[config.mk]
export PLATFORM = sky130hd
export DESIGN_NAME = rms_level_band_detector_top
export DESIGN_NICKNAME = d
export VERILOG_FILES = /design/src/sv/rlbd_pkg.sv /design/src/sv/rlbd_front.sv /design/src/sv/rlbd_queue.sv /design/src/sv/rlbd_back.sv /design/src/sv/rms_level_band_detector_top.sv
export SDC_FILE = /design/constraint.sdc
export NUM_CORES = 1
export LEC_CHECK = 0
export ABC_AREA = 1
export BUFFER_PORTS_ARGS = -buffer_cell sky130_fd_sc_hd__buf_4
export CAP_MARGIN = 20
export CORE_UTILIZATION = 64
export DETAILED_ROUTE_END_ITERATION = 10
export GPL_TIMING_DRIVEN = 0
export HOLD_SLACK_MARGIN = 0.08
export PLACE_DENSITY_LB_ADDON = 0.25
export REMOVE_ABC_BUFFERS = 1
export SYNTH_ARGS = -nofsm -noshare
export SYNTH_HDL_FRONTEND = slang
export SYNTH_SLANG_ARGS = --single-unit
[constraint.sdc]
create_clock -name i_clk -period 8.56 [get_ports i_clk]
set_input_delay 0 -clock i_clk [delete_from_list [all_inputs] [get_ports i_clk]]
set_output_delay 0 -clock i_clk [all_outputs]
set_load 0.01 [all_outputs]
[src/sv/rlbd_pkg.sv]
`default_nettype none
package rlbd_pkg;

    localparam int WINDOW      = 1024;
    localparam int TOP_COUNT   = 5;
    localparam int SAMPLE_BITS = 12;

    // window length is a power of two, the mean square is a shift
    localparam int WIN_LOG = $clog2(WINDOW);
    localparam int CNT_W   = WIN_LOG;
    localparam int SUM_W   = 2 * SAMPLE_BITS - 1 + WIN_LOG;
    localparam int MS_W    = SUM_W + 8 - WIN_LOG;
    localparam int RT_W    = (MS_W + 1) / 2;
    localparam int LVL_W   = 16;
    localparam int TCNT_W  = $clog2(TOP_COUNT + 1);
    localparam int DN_W    = LVL_W + TCNT_W;
    localparam int DET_W   = LVL_W + 4;
    localparam int STEP_N  = (RT_W > DN_W) ? RT_W : DN_W;
    localparam int STEP_W  = $clog2(STEP_N);

    localparam int QDEPTH  = 2;
    localparam int QPTR_W  = 1;

    localparam int BAND_LO    = 9;
    localparam int BAND_SCALE = 10;
    localparam int BAND_HI    = 11;

    localparam logic [1:0] MODE_DETECT = 2'd0;
    localparam logic [1:0] MODE_CAL    = 2'd1;
    localparam logic [1:0] MODE_FINISH = 2'd2;

    localparam logic [1:0] KIND_DETECT = 2'd0;
    localparam logic [1:0] KIND_CAL    = 2'd1;
    localparam logic [1:0] KIND_FINISH = 2'd2;

    localparam logic CFG_STORED_LEVEL = 1'b0;
    localparam logic CFG_STORED_VALID = 1'b1;

    typedef struct packed {
        logic [1:0]       kind;
        logic [SUM_W-1:0] sum;
    } t_job;

    typedef struct packed {
        logic [1:0]       kind;
        logic [LVL_W-1:0] rms;
        logic             detected;
        logic [LVL_W-1:0] new_level;
        logic             no_windows;
    } t_result;

    typedef struct packed {
        logic [LVL_W-1:0] level;
        logic             valid;
    } t_cfg;

endpackage
`default_nettype wire

[src/sv/rlbd_front.sv]
`default_nettype none
module rlbd_front (
    input  wire logic                          i_clk,
    input  wire logic                          i_rst_n,
    input  wire logic                          i_in_valid,
    output logic                               o_in_stall,
    input  wire logic [1:0]                    i_mode,
    input  wire logic [rlbd_pkg::SAMPLE_BITS-1:0] i_sample,
    input  wire logic                          i_q_full,
    output logic                               o_push,
    output rlbd_pkg::t_job                     o_job
);

    localparam int SB = rlbd_pkg::SAMPLE_BITS;
    localparam logic [SB-1:0] CENTRE = {1'b1, {(SB-1){1'b0}}};

    logic [rlbd_pkg::SUM_W-1:0] r_sum, n_sum;
    logic [rlbd_pkg::CNT_W-1:0] r_cnt, n_cnt;
    logic                       r_wmode, n_wmode;

    logic                       accept;
    logic                       is_sample;
    logic                       is_finish;
    logic [SB-1:0]              dev;
    logic [2*SB-1:0]            sq;
    logic [rlbd_pkg::SUM_W-1:0] base_sum;
    logic [rlbd_pkg::SUM_W-1:0] add_sum;
    logic [rlbd_pkg::CNT_W-1:0] base_cnt;
    logic                       last;

    assign o_in_stall = i_q_full;
    assign accept     = i_in_valid & ~i_q_full;
    assign is_sample  = (i_mode == rlbd_pkg::MODE_DETECT) || (i_mode == rlbd_pkg::MODE_CAL);
    assign is_finish  = (i_mode == rlbd_pkg::MODE_FINISH);

    assign dev      = (i_sample >= CENTRE) ? (i_sample - CENTRE) : (CENTRE - i_sample);
    assign sq       = {{SB{1'b0}}, dev} * {{SB{1'b0}}, dev};
    assign base_sum = (i_mode[0] == r_wmode) ? r_sum : '0;
    assign base_cnt = (i_mode[0] == r_wmode) ? r_cnt : '0;
    assign add_sum  = base_sum + rlbd_pkg::SUM_W'(sq);
    assign last     = (base_cnt == rlbd_pkg::CNT_W'(rlbd_pkg::WINDOW - 1));

    assign o_push   = accept & (is_finish | (is_sample & last));
    assign o_job.kind = i_mode;
    assign o_job.sum  = add_sum;

    always_comb begin
        n_sum   = r_sum;
        n_cnt   = r_cnt;
        n_wmode = r_wmode;
        if (accept && is_finish) begin
            n_sum = '0;
            n_cnt = '0;
        end else if (accept && is_sample) begin
            n_wmode = i_mode[0];
            if (last) begin
                n_sum = '0;
                n_cnt = '0;
            end else begin
                n_sum = add_sum;
                n_cnt = base_cnt + 1'b1;
            end
        end
    end

    always_ff @(posedge i_clk) begin
        if (!i_rst_n) begin
            r_sum   <= '0;
            r_cnt   <= '0;
            r_wmode <= 1'b0;
        end else begin
            r_sum   <= n_sum;
            r_cnt   <= n_cnt;
            r_wmode <= n_wmode;
        end
    end

    a_push_not_full: assert property (@(posedge i_clk) disable iff (!i_rst_n)
        o_push |-> !i_q_full)
        else $error("job pushed into a full queue");

endmodule
`default_nettype wire

[src/sv/rlbd_queue.sv]
`default_nettype none
module rlbd_queue (
    input  wire logic           i_clk,
    input  wire logic           i_rst_n,
    input  wire logic           i_push,
    input  wire rlbd_pkg::t_job i_job,
    input  wire logic           i_pop,
    output logic                o_full,
    output logic                o_valid,
    output rlbd_pkg::t_job      o_job
);

    rlbd_pkg::t_job                r_mem [rlbd_pkg::QDEPTH];
    logic [rlbd_pkg::QPTR_W-1:0]   r_wr, r_rd;
    logic [rlbd_pkg::QPTR_W:0]     r_count;

    assign o_full  = (r_count == (rlbd_pkg::QPTR_W+1)'(rlbd_pkg::QDEPTH));
    assign o_valid = (r_count != '0);
    assign o_job   = r_mem[r_rd];

    always_ff @(posedge i_clk) begin
        if (i_push) begin
            r_mem[r_wr] <= i_job;
        end
    end

    always_ff @(posedge i_clk) begin
        if (!i_rst_n) begin
            r_wr    <= '0;
            r_rd    <= '0;
            r_count <= '0;
        end else begin
            if (i_push) begin
                r_wr <= r_wr + 1'b1;
            end
            if (i_pop) begin
                r_rd <= r_rd + 1'b1;
            end
            if (i_push && !i_pop) begin
                r_count <= r_count + 1'b1;
            end else if (i_pop && !i_push) begin
                r_count <= r_count - 1'b1;
            end
        end
    end

    a_count_bound: assert property (@(posedge i_clk) disable iff (!i_rst_n)
        r_count <= (rlbd_pkg::QPTR_W+1)'(rlbd_pkg::QDEPTH))
        else $error("queue count out of range");

    a_no_pop_empty: assert property (@(posedge i_clk) disable iff (!i_rst_n)
        i_pop |-> o_valid)
        else $error("pop from empty queue");

endmodule
`default_nettype wire

[src/sv/rlbd_back.sv]
`default_nettype none
module rlbd_back (
    input  wire logic           i_clk,
    input  wire logic           i_rst_n,
    input  wire rlbd_pkg::t_cfg i_cfg,
    input  wire logic           i_q_valid,
    input  wire rlbd_pkg::t_job i_q_job,
    output logic                o_pop,
    output logic                o_out_valid,
    input  wire logic           i_out_stall,
    output rlbd_pkg::t_result   o_res
);

    localparam int RT_W   = rlbd_pkg::RT_W;
    localparam int LVL_W  = rlbd_pkg::LVL_W;
    localparam int TOP    = rlbd_pkg::TOP_COUNT;
    localparam int TCNT_W = rlbd_pkg::TCNT_W;
    localparam int DN_W   = rlbd_pkg::DN_W;
    localparam int DET_W  = rlbd_pkg::DET_W;
    localparam int SUM_W  = rlbd_pkg::SUM_W;

    typedef enum logic [2:0] {
        ST_IDLE,
        ST_SQRT,
        ST_EVAL,
        ST_DIV,
        ST_OUT
    } t_state;

    t_state                  r_state, n_state;
    logic [1:0]              r_kind, n_kind;
    logic [2*RT_W-1:0]       r_rad, n_rad;
    logic [RT_W:0]           r_rem, n_rem;
    logic [RT_W-1:0]         r_root, n_root;
    logic [LVL_W-1:0]        r_top [TOP];
    logic [LVL_W-1:0]        n_top [TOP];
    logic [TCNT_W-1:0]       r_tcnt, n_tcnt;
    logic [LVL_W-1:0]        r_cal_level, n_cal_level;
    logic                    r_calibrated, n_calibrated;
    logic [DN_W-1:0]         r_num, n_num;
    logic [TCNT_W-1:0]       r_drem, n_drem;
    logic [rlbd_pkg::STEP_W-1:0] r_step, n_step;
    rlbd_pkg::t_result       r_res, n_res;
    logic                    r_ov, n_ov;
    rlbd_pkg::t_result       r_out, n_out;

    logic                    act_valid;
    logic [LVL_W-1:0]        act_lvl;
    logic [SUM_W+7:0]        ms_full;
    logic [RT_W+2:0]         sq_tmp, sq_trial, sq_diff;
    logic                    sq_ge;
    logic [RT_W+LVL_W-1:0]   root_ext;
    logic [LVL_W-1:0]        rms;
    logic [DET_W-1:0]        t_rms, t_lo, t_hi;
    logic [DN_W-1:0]         top_sum;
    logic [TCNT_W:0]         dv_tmp, dv_diff;
    logic                    dv_ge;
    logic                    full;
    logic [TCNT_W-1:0]       limit;
    logic [TCNT_W-1:0]       ins_pos;
    logic                    do_ins;
    logic [LVL_W-1:0]        ins_top [TOP];

    assign act_valid = r_calibrated | i_cfg.valid;
    assign act_lvl   = r_calibrated ? r_cal_level : (i_cfg.valid ? i_cfg.level : '0);
    assign ms_full   = {i_q_job.sum, 8'd0};
    assign o_pop     = (r_state == ST_IDLE) & i_q_valid;
    assign o_out_valid = r_ov;
    assign o_res       = r_out;

    // square root, one result bit per cycle
    assign sq_tmp   = {r_rem, r_rad[2*RT_W-1 -: 2]};
    assign sq_trial = {1'b0, r_root, 2'b01};
    assign sq_ge    = (sq_tmp >= sq_trial);
    assign sq_diff  = sq_tmp - sq_trial;

    assign root_ext = {{LVL_W{1'b0}}, r_root};
    assign rms = (root_ext > {{RT_W{1'b0}}, {LVL_W{1'b1}}}) ? {LVL_W{1'b1}} : LVL_W'(r_root);

    assign t_rms = DET_W'(rms) * DET_W'(rlbd_pkg::BAND_SCALE);
    assign t_lo  = DET_W'(act_lvl) * DET_W'(rlbd_pkg::BAND_LO);
    assign t_hi  = DET_W'(act_lvl) * DET_W'(rlbd_pkg::BAND_HI);

    // mean of kept values, one quotient bit per cycle
    assign dv_tmp  = {r_drem, r_num[DN_W-1]};
    assign dv_ge   = (dv_tmp >= {1'b0, r_tcnt});
    assign dv_diff = dv_tmp - {1'b0, r_tcnt};

    assign full  = (r_tcnt == TCNT_W'(TOP));
    assign limit = full ? TCNT_W'(TOP - 1) : r_tcnt;
    assign do_ins = ~full | (rms > r_top[TOP-1]);

    always_comb begin
        top_sum = '0;
        for (int i = 0; i < TOP; i++) begin
            top_sum = top_sum + DN_W'(r_top[i]);
        end
    end

    always_comb begin
        ins_pos = '0;
        for (int i = 0; i < TOP; i++) begin
            if ((TCNT_W'(i) < limit) && (r_top[i] >= rms)) begin
                ins_pos = ins_pos + 1'b1;
            end
        end
        for (int i = 0; i < TOP; i++) begin
            if (TCNT_W'(i) < ins_pos) begin
                ins_top[i] = r_top[i];
            end else if (TCNT_W'(i) == ins_pos) begin
                ins_top[i] = rms;
            end else begin
                ins_top[i] = r_top[(i > 0) ? i - 1 : 0];
            end
        end
    end

    always_comb begin
        n_state      = r_state;
        n_kind       = r_kind;
        n_rad        = r_rad;
        n_rem        = r_rem;
        n_root       = r_root;
        n_top        = r_top;
        n_tcnt       = r_tcnt;
        n_cal_level  = r_cal_level;
        n_calibrated = r_calibrated;
        n_num        = r_num;
        n_drem       = r_drem;
        n_step       = r_step;
        n_res        = r_res;
        n_ov         = r_ov;
        n_out        = r_out;

        if (r_ov && !i_out_stall) begin
            n_ov = 1'b0;
        end

        case (r_state)
            ST_IDLE: begin
                if (i_q_valid) begin
                    n_kind = i_q_job.kind;
                    if (i_q_job.kind == rlbd_pkg::KIND_FINISH) begin
                        if (r_tcnt == '0) begin
                            n_res.kind       = rlbd_pkg::KIND_FINISH;
                            n_res.rms        = '0;
                            n_res.detected   = 1'b0;
                            n_res.new_level  = act_lvl;
                            n_res.no_windows = 1'b1;
                            n_state          = ST_OUT;
                        end else begin
                            n_num   = top_sum;
                            n_drem  = '0;
                            n_step  = rlbd_pkg::STEP_W'(DN_W - 1);
                            n_state = ST_DIV;
                        end
                    end else begin
                        n_rad   = (2*RT_W)'(ms_full[SUM_W+7:rlbd_pkg::WIN_LOG]);
                        n_rem   = '0;
                        n_root  = '0;
                        n_step  = rlbd_pkg::STEP_W'(RT_W - 1);
                        n_state = ST_SQRT;
                    end
                end
            end
            ST_SQRT: begin
                n_rad  = {r_rad[2*RT_W-3:0], 2'b00};
                n_rem  = sq_ge ? sq_diff[RT_W:0] : sq_tmp[RT_W:0];
                n_root = {r_root[RT_W-2:0], sq_ge};
                n_step = r_step - 1'b1;
                if (r_step == '0) begin
                    n_state = ST_EVAL;
                end
            end
            ST_EVAL: begin
                n_res.rms        = rms;
                n_res.new_level  = '0;
                n_res.no_windows = 1'b0;
                if (r_kind == rlbd_pkg::KIND_CAL) begin
                    n_res.kind     = rlbd_pkg::KIND_CAL;
                    n_res.detected = 1'b0;
                    if (do_ins) begin
                        n_top = ins_top;
                        if (!full) begin
                            n_tcnt = r_tcnt + 1'b1;
                        end
                    end
                end else begin
                    n_res.kind     = rlbd_pkg::KIND_DETECT;
                    n_res.detected = act_valid & (t_rms >= t_lo) & (t_rms <= t_hi);
                end
                n_state = ST_OUT;
            end
            ST_DIV: begin
                n_drem = dv_ge ? dv_diff[TCNT_W-1:0] : dv_tmp[TCNT_W-1:0];
                n_num  = {r_num[DN_W-2:0], dv_ge};
                n_step = r_step - 1'b1;
                if (r_step == '0) begin
                    n_cal_level      = n_num[LVL_W-1:0];
                    n_calibrated     = 1'b1;
                    n_res.kind       = rlbd_pkg::KIND_FINISH;
                    n_res.rms        = '0;
                    n_res.detected   = 1'b0;
                    n_res.new_level  = n_num[LVL_W-1:0];
                    n_res.no_windows = 1'b0;
                    n_state          = ST_OUT;
                end
            end
            ST_OUT: begin
                if (!r_ov || !i_out_stall) begin
                    n_out   = r_res;
                    n_ov    = 1'b1;
                    n_state = ST_IDLE;
                    if (r_kind == rlbd_pkg::KIND_FINISH) begin
                        n_tcnt = '0;
                        for (int i = 0; i < TOP; i++) begin
                            n_top[i] = '0;
                        end
                    end
                end
            end
            default: begin
                n_state = ST_IDLE;
            end
        endcase
    end

    always_ff @(posedge i_clk) begin
        if (!i_rst_n) begin
            r_state      <= ST_IDLE;
            r_tcnt       <= '0;
            r_cal_level  <= '0;
            r_calibrated <= 1'b0;
            r_ov         <= 1'b0;
            for (int i = 0; i < TOP; i++) begin
                r_top[i] <= '0;
            end
        end else begin
            r_state      <= n_state;
            r_tcnt       <= n_tcnt;
            r_cal_level  <= n_cal_level;
            r_calibrated <= n_calibrated;
            r_ov         <= n_ov;
            r_top        <= n_top;
        end
        r_kind <= n_kind;
        r_rad  <= n_rad;
        r_rem  <= n_rem;
        r_root <= n_root;
        r_num  <= n_num;
        r_drem <= n_drem;
        r_step <= n_step;
        r_res  <= n_res;
        r_out  <= n_out;
    end

    a_cal_sticky: assert property (@(posedge i_clk) disable iff (!i_rst_n)
        !$fell(r_calibrated))
        else $error("calibrated flag cleared");

    a_top_bound: assert property (@(posedge i_clk) disable iff (!i_rst_n)
        r_tcnt <= TCNT_W'(TOP))
        else $error("kept count out of range");

    a_sqrt_kind: assert property (@(posedge i_clk) disable iff (!i_rst_n)
        (r_state == ST_SQRT) |-> (r_kind != rlbd_pkg::KIND_FINISH))
        else $error("square root started for a finish job");

endmodule
`default_nettype wire

[src/sv/rms_level_band_detector_top.sv]
// windowed rms level detector with calibration
// input channel: i_in_valid / o_in_stall carry i_mode and i_sample; a transfer
// happens on a rising edge with valid high and stall low. mode 0 and 1 feed a
// detection or calibration window of 1024 samples, mode 2 finishes calibration,
// mode 3 is taken and ignored.
// output channel: o_out_valid / i_out_stall carry one result per finished
// window or finish request.
// throughput: one sample per cycle. the front end stalls only when its two
// entry job queue is full, i.e. when two window or finish results are pending.
// with the back end idle, a window result passes through the queue, a
// bit-serial square root and the band compare (or the kept-value update for
// calibration); a finish result passes through a bit-serial divide by the kept
// count, and goes straight to the output when nothing is kept.
// a stalled receiver holds the result register; the back end then waits with
// the next result and the queue fills behind it.
// config: i_cfg_we writes stored_level (index 0) or stored_valid (index 1);
// write only while the block is idle.
// reset (synchronous, active low) clears the window, the kept values, the
// calibration and the configuration registers.
`default_nettype none
module rms_level_band_detector_top (
    input  wire logic                          i_clk,
    input  wire logic                          i_rst_n,
    input  wire logic                          i_in_valid,
    output logic                               o_in_stall,
    input  wire logic [1:0]                    i_mode,
    input  wire logic [rlbd_pkg::SAMPLE_BITS-1:0] i_sample,
    output logic                               o_out_valid,
    input  wire logic                          i_out_stall,
    output logic [1:0]                         o_kind,
    output logic [rlbd_pkg::LVL_W-1:0]         o_rms_level,
    output logic                               o_detected,
    output logic [rlbd_pkg::LVL_W-1:0]         o_new_level,
    output logic                               o_no_windows,
    input  wire logic                          i_cfg_we,
    input  wire logic                          i_cfg_index,
    input  wire logic [rlbd_pkg::LVL_W-1:0]    i_cfg_data
);

    rlbd_pkg::t_cfg    r_cfg;
    rlbd_pkg::t_job    push_job, q_job;
    rlbd_pkg::t_result res;
    logic              push, pop, q_full, q_valid;

    always_ff @(posedge i_clk) begin
        if (!i_rst_n) begin
            r_cfg <= '0;
        end else if (i_cfg_we) begin
            case (i_cfg_index)
                rlbd_pkg::CFG_STORED_LEVEL: r_cfg.level <= i_cfg_data;
                rlbd_pkg::CFG_STORED_VALID: r_cfg.valid <= i_cfg_data[0];
                default: r_cfg <= r_cfg;
            endcase
        end
    end

    rlbd_front u_front (
        .i_clk      (i_clk),
        .i_rst_n    (i_rst_n),
        .i_in_valid (i_in_valid),
        .o_in_stall (o_in_stall),
        .i_mode     (i_mode),
        .i_sample   (i_sample),
        .i_q_full   (q_full),
        .o_push     (push),
        .o_job      (push_job)
    );

    rlbd_queue u_queue (
        .i_clk   (i_clk),
        .i_rst_n (i_rst_n),
        .i_push  (push),
        .i_job   (push_job),
        .i_pop   (pop),
        .o_full  (q_full),
        .o_valid (q_valid),
        .o_job   (q_job)
    );

    rlbd_back u_back (
        .i_clk       (i_clk),
        .i_rst_n     (i_rst_n),
        .i_cfg       (r_cfg),
        .i_q_valid   (q_valid),
        .i_q_job     (q_job),
        .o_pop       (pop),
        .o_out_valid (o_out_valid),
        .i_out_stall (i_out_stall),
        .o_res       (res)
    );

    assign o_kind       = res.kind;
    assign o_rms_level  = res.rms;
    assign o_detected   = res.detected;
    assign o_new_level  = res.new_level;
    assign o_no_windows = res.no_windows;

endmodule
`default_nettype wire
==> summary.md <==
| Metric | Value |
|---|---|
| Startpoint types | flop |
| Sink Count | 402 |
| Dpl cell area | 31300 µm² |
| Min-Delay Path Class | primary input to flop |
| Final wirelength | between 70000 and 80000 µm |
| Drt first pass iters | 6 |
| CTS tree | built |
| Final hold viol count | 0 |
| Pwr Total | 10.9 mW |
| R2R setup slack | 1260 ps |
| Setup Skew | 23.8 ps |
| Row count | 79 |
| # nets final | around 4200 |
| Final Critical Period | roughly 7300 ps |
| H-tree depth | 2 |
| R2r startpoint | u_back.r_calibrated |
| Antenna violations before repair | 0 |
| Max VDD drop | 0.226 mV |
| Max Cap Viol | 0 |
| Post-route DRC violation count | 0 |
| Actual slew at the worst max-slew pin | 1030 ps |
| DR vias | 24442 |
| Synth Instances | 3609 |
| Wire length of the first global-routing pass | roughly 120000 µm |
| Routability cong. | 0.951 |
| I/O Pins | 74 |
| Mean post-synth cell area | 8.34 µm² |
| Die area | 47900 µm² |
| N_diodes | 0 |
| RSZ-0062 raised after global routing | no |
| Synth area leaders | edfxtp_1, ha_1, dfxtp_1, fa_1, nand2_1 |
| Core Region | 46500 µm² |
| Initial Utilization | 0.648 |
| Clock root buffer | clkbuf_16 |
| ANT nets after route | 0 |
| Skew-Pair Late Insertion Delay | 580 ps |
| Clock transition at path regs | 60 ps |
| Share of cells above drive strength 1 | 0.0587 |
| Slowest CP cell | dfxtp_1 |
| Post-layout util | 0.714 |
| Synth Register Bits | 402 |
| Clock Path Buffers | 3 |
| Critical R2R Capture | u_back.r_res[17] |
| Setup ws final | 1260 ps |
| Total GRT Usage | 0.309 |
| Run status | completed |
| Final Non-Filler Cells | 4336 |
| Final setup TNS | 0 ps |
| Worst hold slack | 192 ps |
| Starting DRT DRC Count | approximately 2300 |
| Crit Path Class | flop to flop |
| Vias in the first global route | roughly 24000 |
| Endpoint of the worst hold path | u_queue.r_mem[0][34] |
| Rel. slew slack | 0.308 |
| Largest net degree at the start of global routing | 83 |
| FF-to-FF path depth | 30 |
| Die Y | 219 µm |
| Total number of yosys warnings | 0 |
| Period utilisation layout | 0.853 |
| Post-DR vias/cell | 5.64 |
| Setup WS pre-CTS | 1290 ps |
| Sequential area share after synthesis | 0.344 |
| Dominant cell type by area after synthesis | edfxtp_1 |
| Synth Cell Area | 30100 µm² |
| Leakage | 15.4 nW |
| Crit-path max cell delay | 860 ps |
| Pwr Density | about 330 nW/µm² |
| Final instance area | 33200 µm² |
| Hold path depth | 2 |
| GRT overflow | 0 |
| Post-DR wirelength/cell | 16.8 µm |
| Port Buffer Count | 73 |
| CTS Buf Count | 43 |
| Maximum clock frequency | 137 MHz |
| Die width | between 200 and 250 µm |
| Top cell by count, worst path | inv_1 |
| Post-synth top area share | 0.231 |
| Dpl hpwl | 53600 µm |
| Crit Path Max Fanout | 19 |
| Synth unique cells | 57 |
| Critical Path RT | 8920 ps |
| Hold Crit Start | i_mode[1] |
| Synthesis-to-finish area growth | 10.2% |
| Max Transition Viols Final | 0 |
| Setup-failing EPs final | 0 |
| Worst Path Arrival | 7660 ps |
| Cell count after placement | 4213 |
| CP Capture Type | flop |
==> critical path, delay by kind of cell (launching register included) <==
kind	cells	cell delay, ps
compound gates	11	2730
fa+ha+maj	4	1510
xor+xnor	1	160
simple gates	8	1070
buf+inv	6	760
flops	1	860
==> cells by family (layout without fill, tap and decap cells) <==
kind of cell | after synthesis | after routing | synth area share
compound gates | 649 | 649 | 0.117
xor+xnor | 114 | 114 | 0.0332
fa+ha+maj | 488 | 488 | 0.240
buf+inv | 714 | 829 | 0.0915
flops | 402 | 402 | 0.344
mux | 3 | 3 | 0.00112
other cells | 2 | 7 | 0.000249
simple gates | 1237 | 1237 | 0.172
==> final cells by class <==
class / instances / area [µm²]
clock buffers: 60 / 1210
clock inverters: 20 / 196
fillers: 3537 / 13300
inverters: 621 / 2340
multi-input cells: 2498 / 17100
flip-flops and latches: 402 / 10400
well taps: 607 / 759
repair buffers: 128 / 1250
==> report_power, final <==
part / internal (mW) / leakage, nW / switching [mW] / total [mW]
logic: 2.11 / 11.2 / 3.82 / 5.92
registers: 2.81 / 3.54 / 0.297 / 3.11
clock network: 1.09 / 0.689 / 0.790 / 1.88
==> registers in the layout (all words and copies together) (netlist names), 16 cells and up, named ones only <==
| register | flops |
|---|---|
| u_front.r_sum | 33 |
| u_back.r_top | 80 |
| u_queue.r_mem | 66 |
| u_back.r_cal_level | 16 |
| u_back.r_num | 19 |
| u_back.r_rem | 17 |
| u_back.r_res | 36 |
| u_back.o_res | 36 |
| u_back.r_root | 16 |
| r_cfg | 17 |
| u_back.r_rad | 32 |
==> routing by layer <==
| metal | vias up | GRT usage | wire length, µm |
|---|---|---|---|
| li1 | 11934 | - | - |
| met1 | 11416 | 0.388 | 29400 |
| met2 | 890 | 0.526 | 34700 |
| met3 | 202 | 0.0388 | 4910 |
| met4 | 0 | 0.153 | 3760 |
| met5 | - | 0 | 0 |
==> worst max path at each step <==
stage,from,end,slack (ps)
after global routing,u_back.r_calibrated,u_back.r_res[17],690
final,u_back.r_calibrated,u_back.r_res[17],1260
after CTS,u_back.r_calibrated,u_back.r_res[17],1310
after detailed placement,i_sample[0],u_front.r_sum[20],1290
after global placement,u_back.r_state[0],u_back.r_rad[0],-2900
after floorplan,u_back.r_state[0],u_back.r_rad[0],1130
==> cells in the final DEF, fill, tap and decap left out, types with 8 or more instances in the layout <==
| master | instances |
|---|---|
| a21o_1 | 16 |
| nor3_1 | 24 |
| o21ai_0 | 212 |
| nand2_2 | 12 |
| nor2_1 | 235 |
| or2_2 | 9 |
| dfxtp_1 | 169 |
| a211oi_1 | 14 |
| fa_1 | 151 |
| clkinv_1 | 10 |
| o21ai_1 | 9 |
| a31oi_1 | 16 |
| nand2_1 | 739 |
| buf_4 | 74 |
| clkbuf_16 | 45 |
| inv_2 | 8 |
| xnor2_1 | 43 |
| a22oi_1 | 15 |
| clkbuf_1 | 12 |
| nand3_1 | 157 |
| inv_1 | 604 |
| nand4_1 | 17 |
| xor2_1 | 71 |
| o22ai_1 | 9 |
| clkinv_2 | 8 |
| ha_1 | 337 |
| o21a_1 | 13 |
| edfxtp_1 | 232 |
| a21oi_1 | 312 |
| dlygate4sd3_1 | 41 |
==> repair_timing <==
action | 4_1_cts | 5_1_grt
setup buffers | 0 | 0
endpoints found under the hold margin | 49 | 0
hold buffers | 41 | 0
gates resized for setup | 0 | 0
==> cells in the mapped netlist, drive strengths merged <==
| library cell | n |
|---|---|
| nand2 | 758 |
| inv | 614 |
| ha | 337 |
| a21oi | 315 |
| nor2 | 248 |
| edfxtp | 232 |
| o21ai | 222 |
| dfxtp | 170 |
| nand3 | 162 |
| fa | 151 |
| xor2 | 71 |
| clkbuf | 60 |
| xnor2 | 43 |
| buf | 33 |
| nor3 | 27 |
| nand4 | 17 |
| a21o | 16 |
| a31oi | 16 |
| a22oi | 15 |
| a211oi | 14 |
| o21a | 13 |
| or2 | 10 |
| o22ai | 9 |
| clkinv | 7 |
| o211ai | 7 |
| nand3b | 5 |
| o21bai | 5 |
| a21boi | 4 |
| and2 | 4 |
| nor4 | 4 |
| o31ai | 4 |
| mux2 | 3 |
| a2111oi | 2 |
| a22o | 2 |
| conb | 2 |
| o2111ai | 2 |
| a221oi | 1 |
| a41oi | 1 |
| and3 | 1 |
| nor3b | 1 |
| o221ai | 1 |
(Power assumes the default switching activity.)
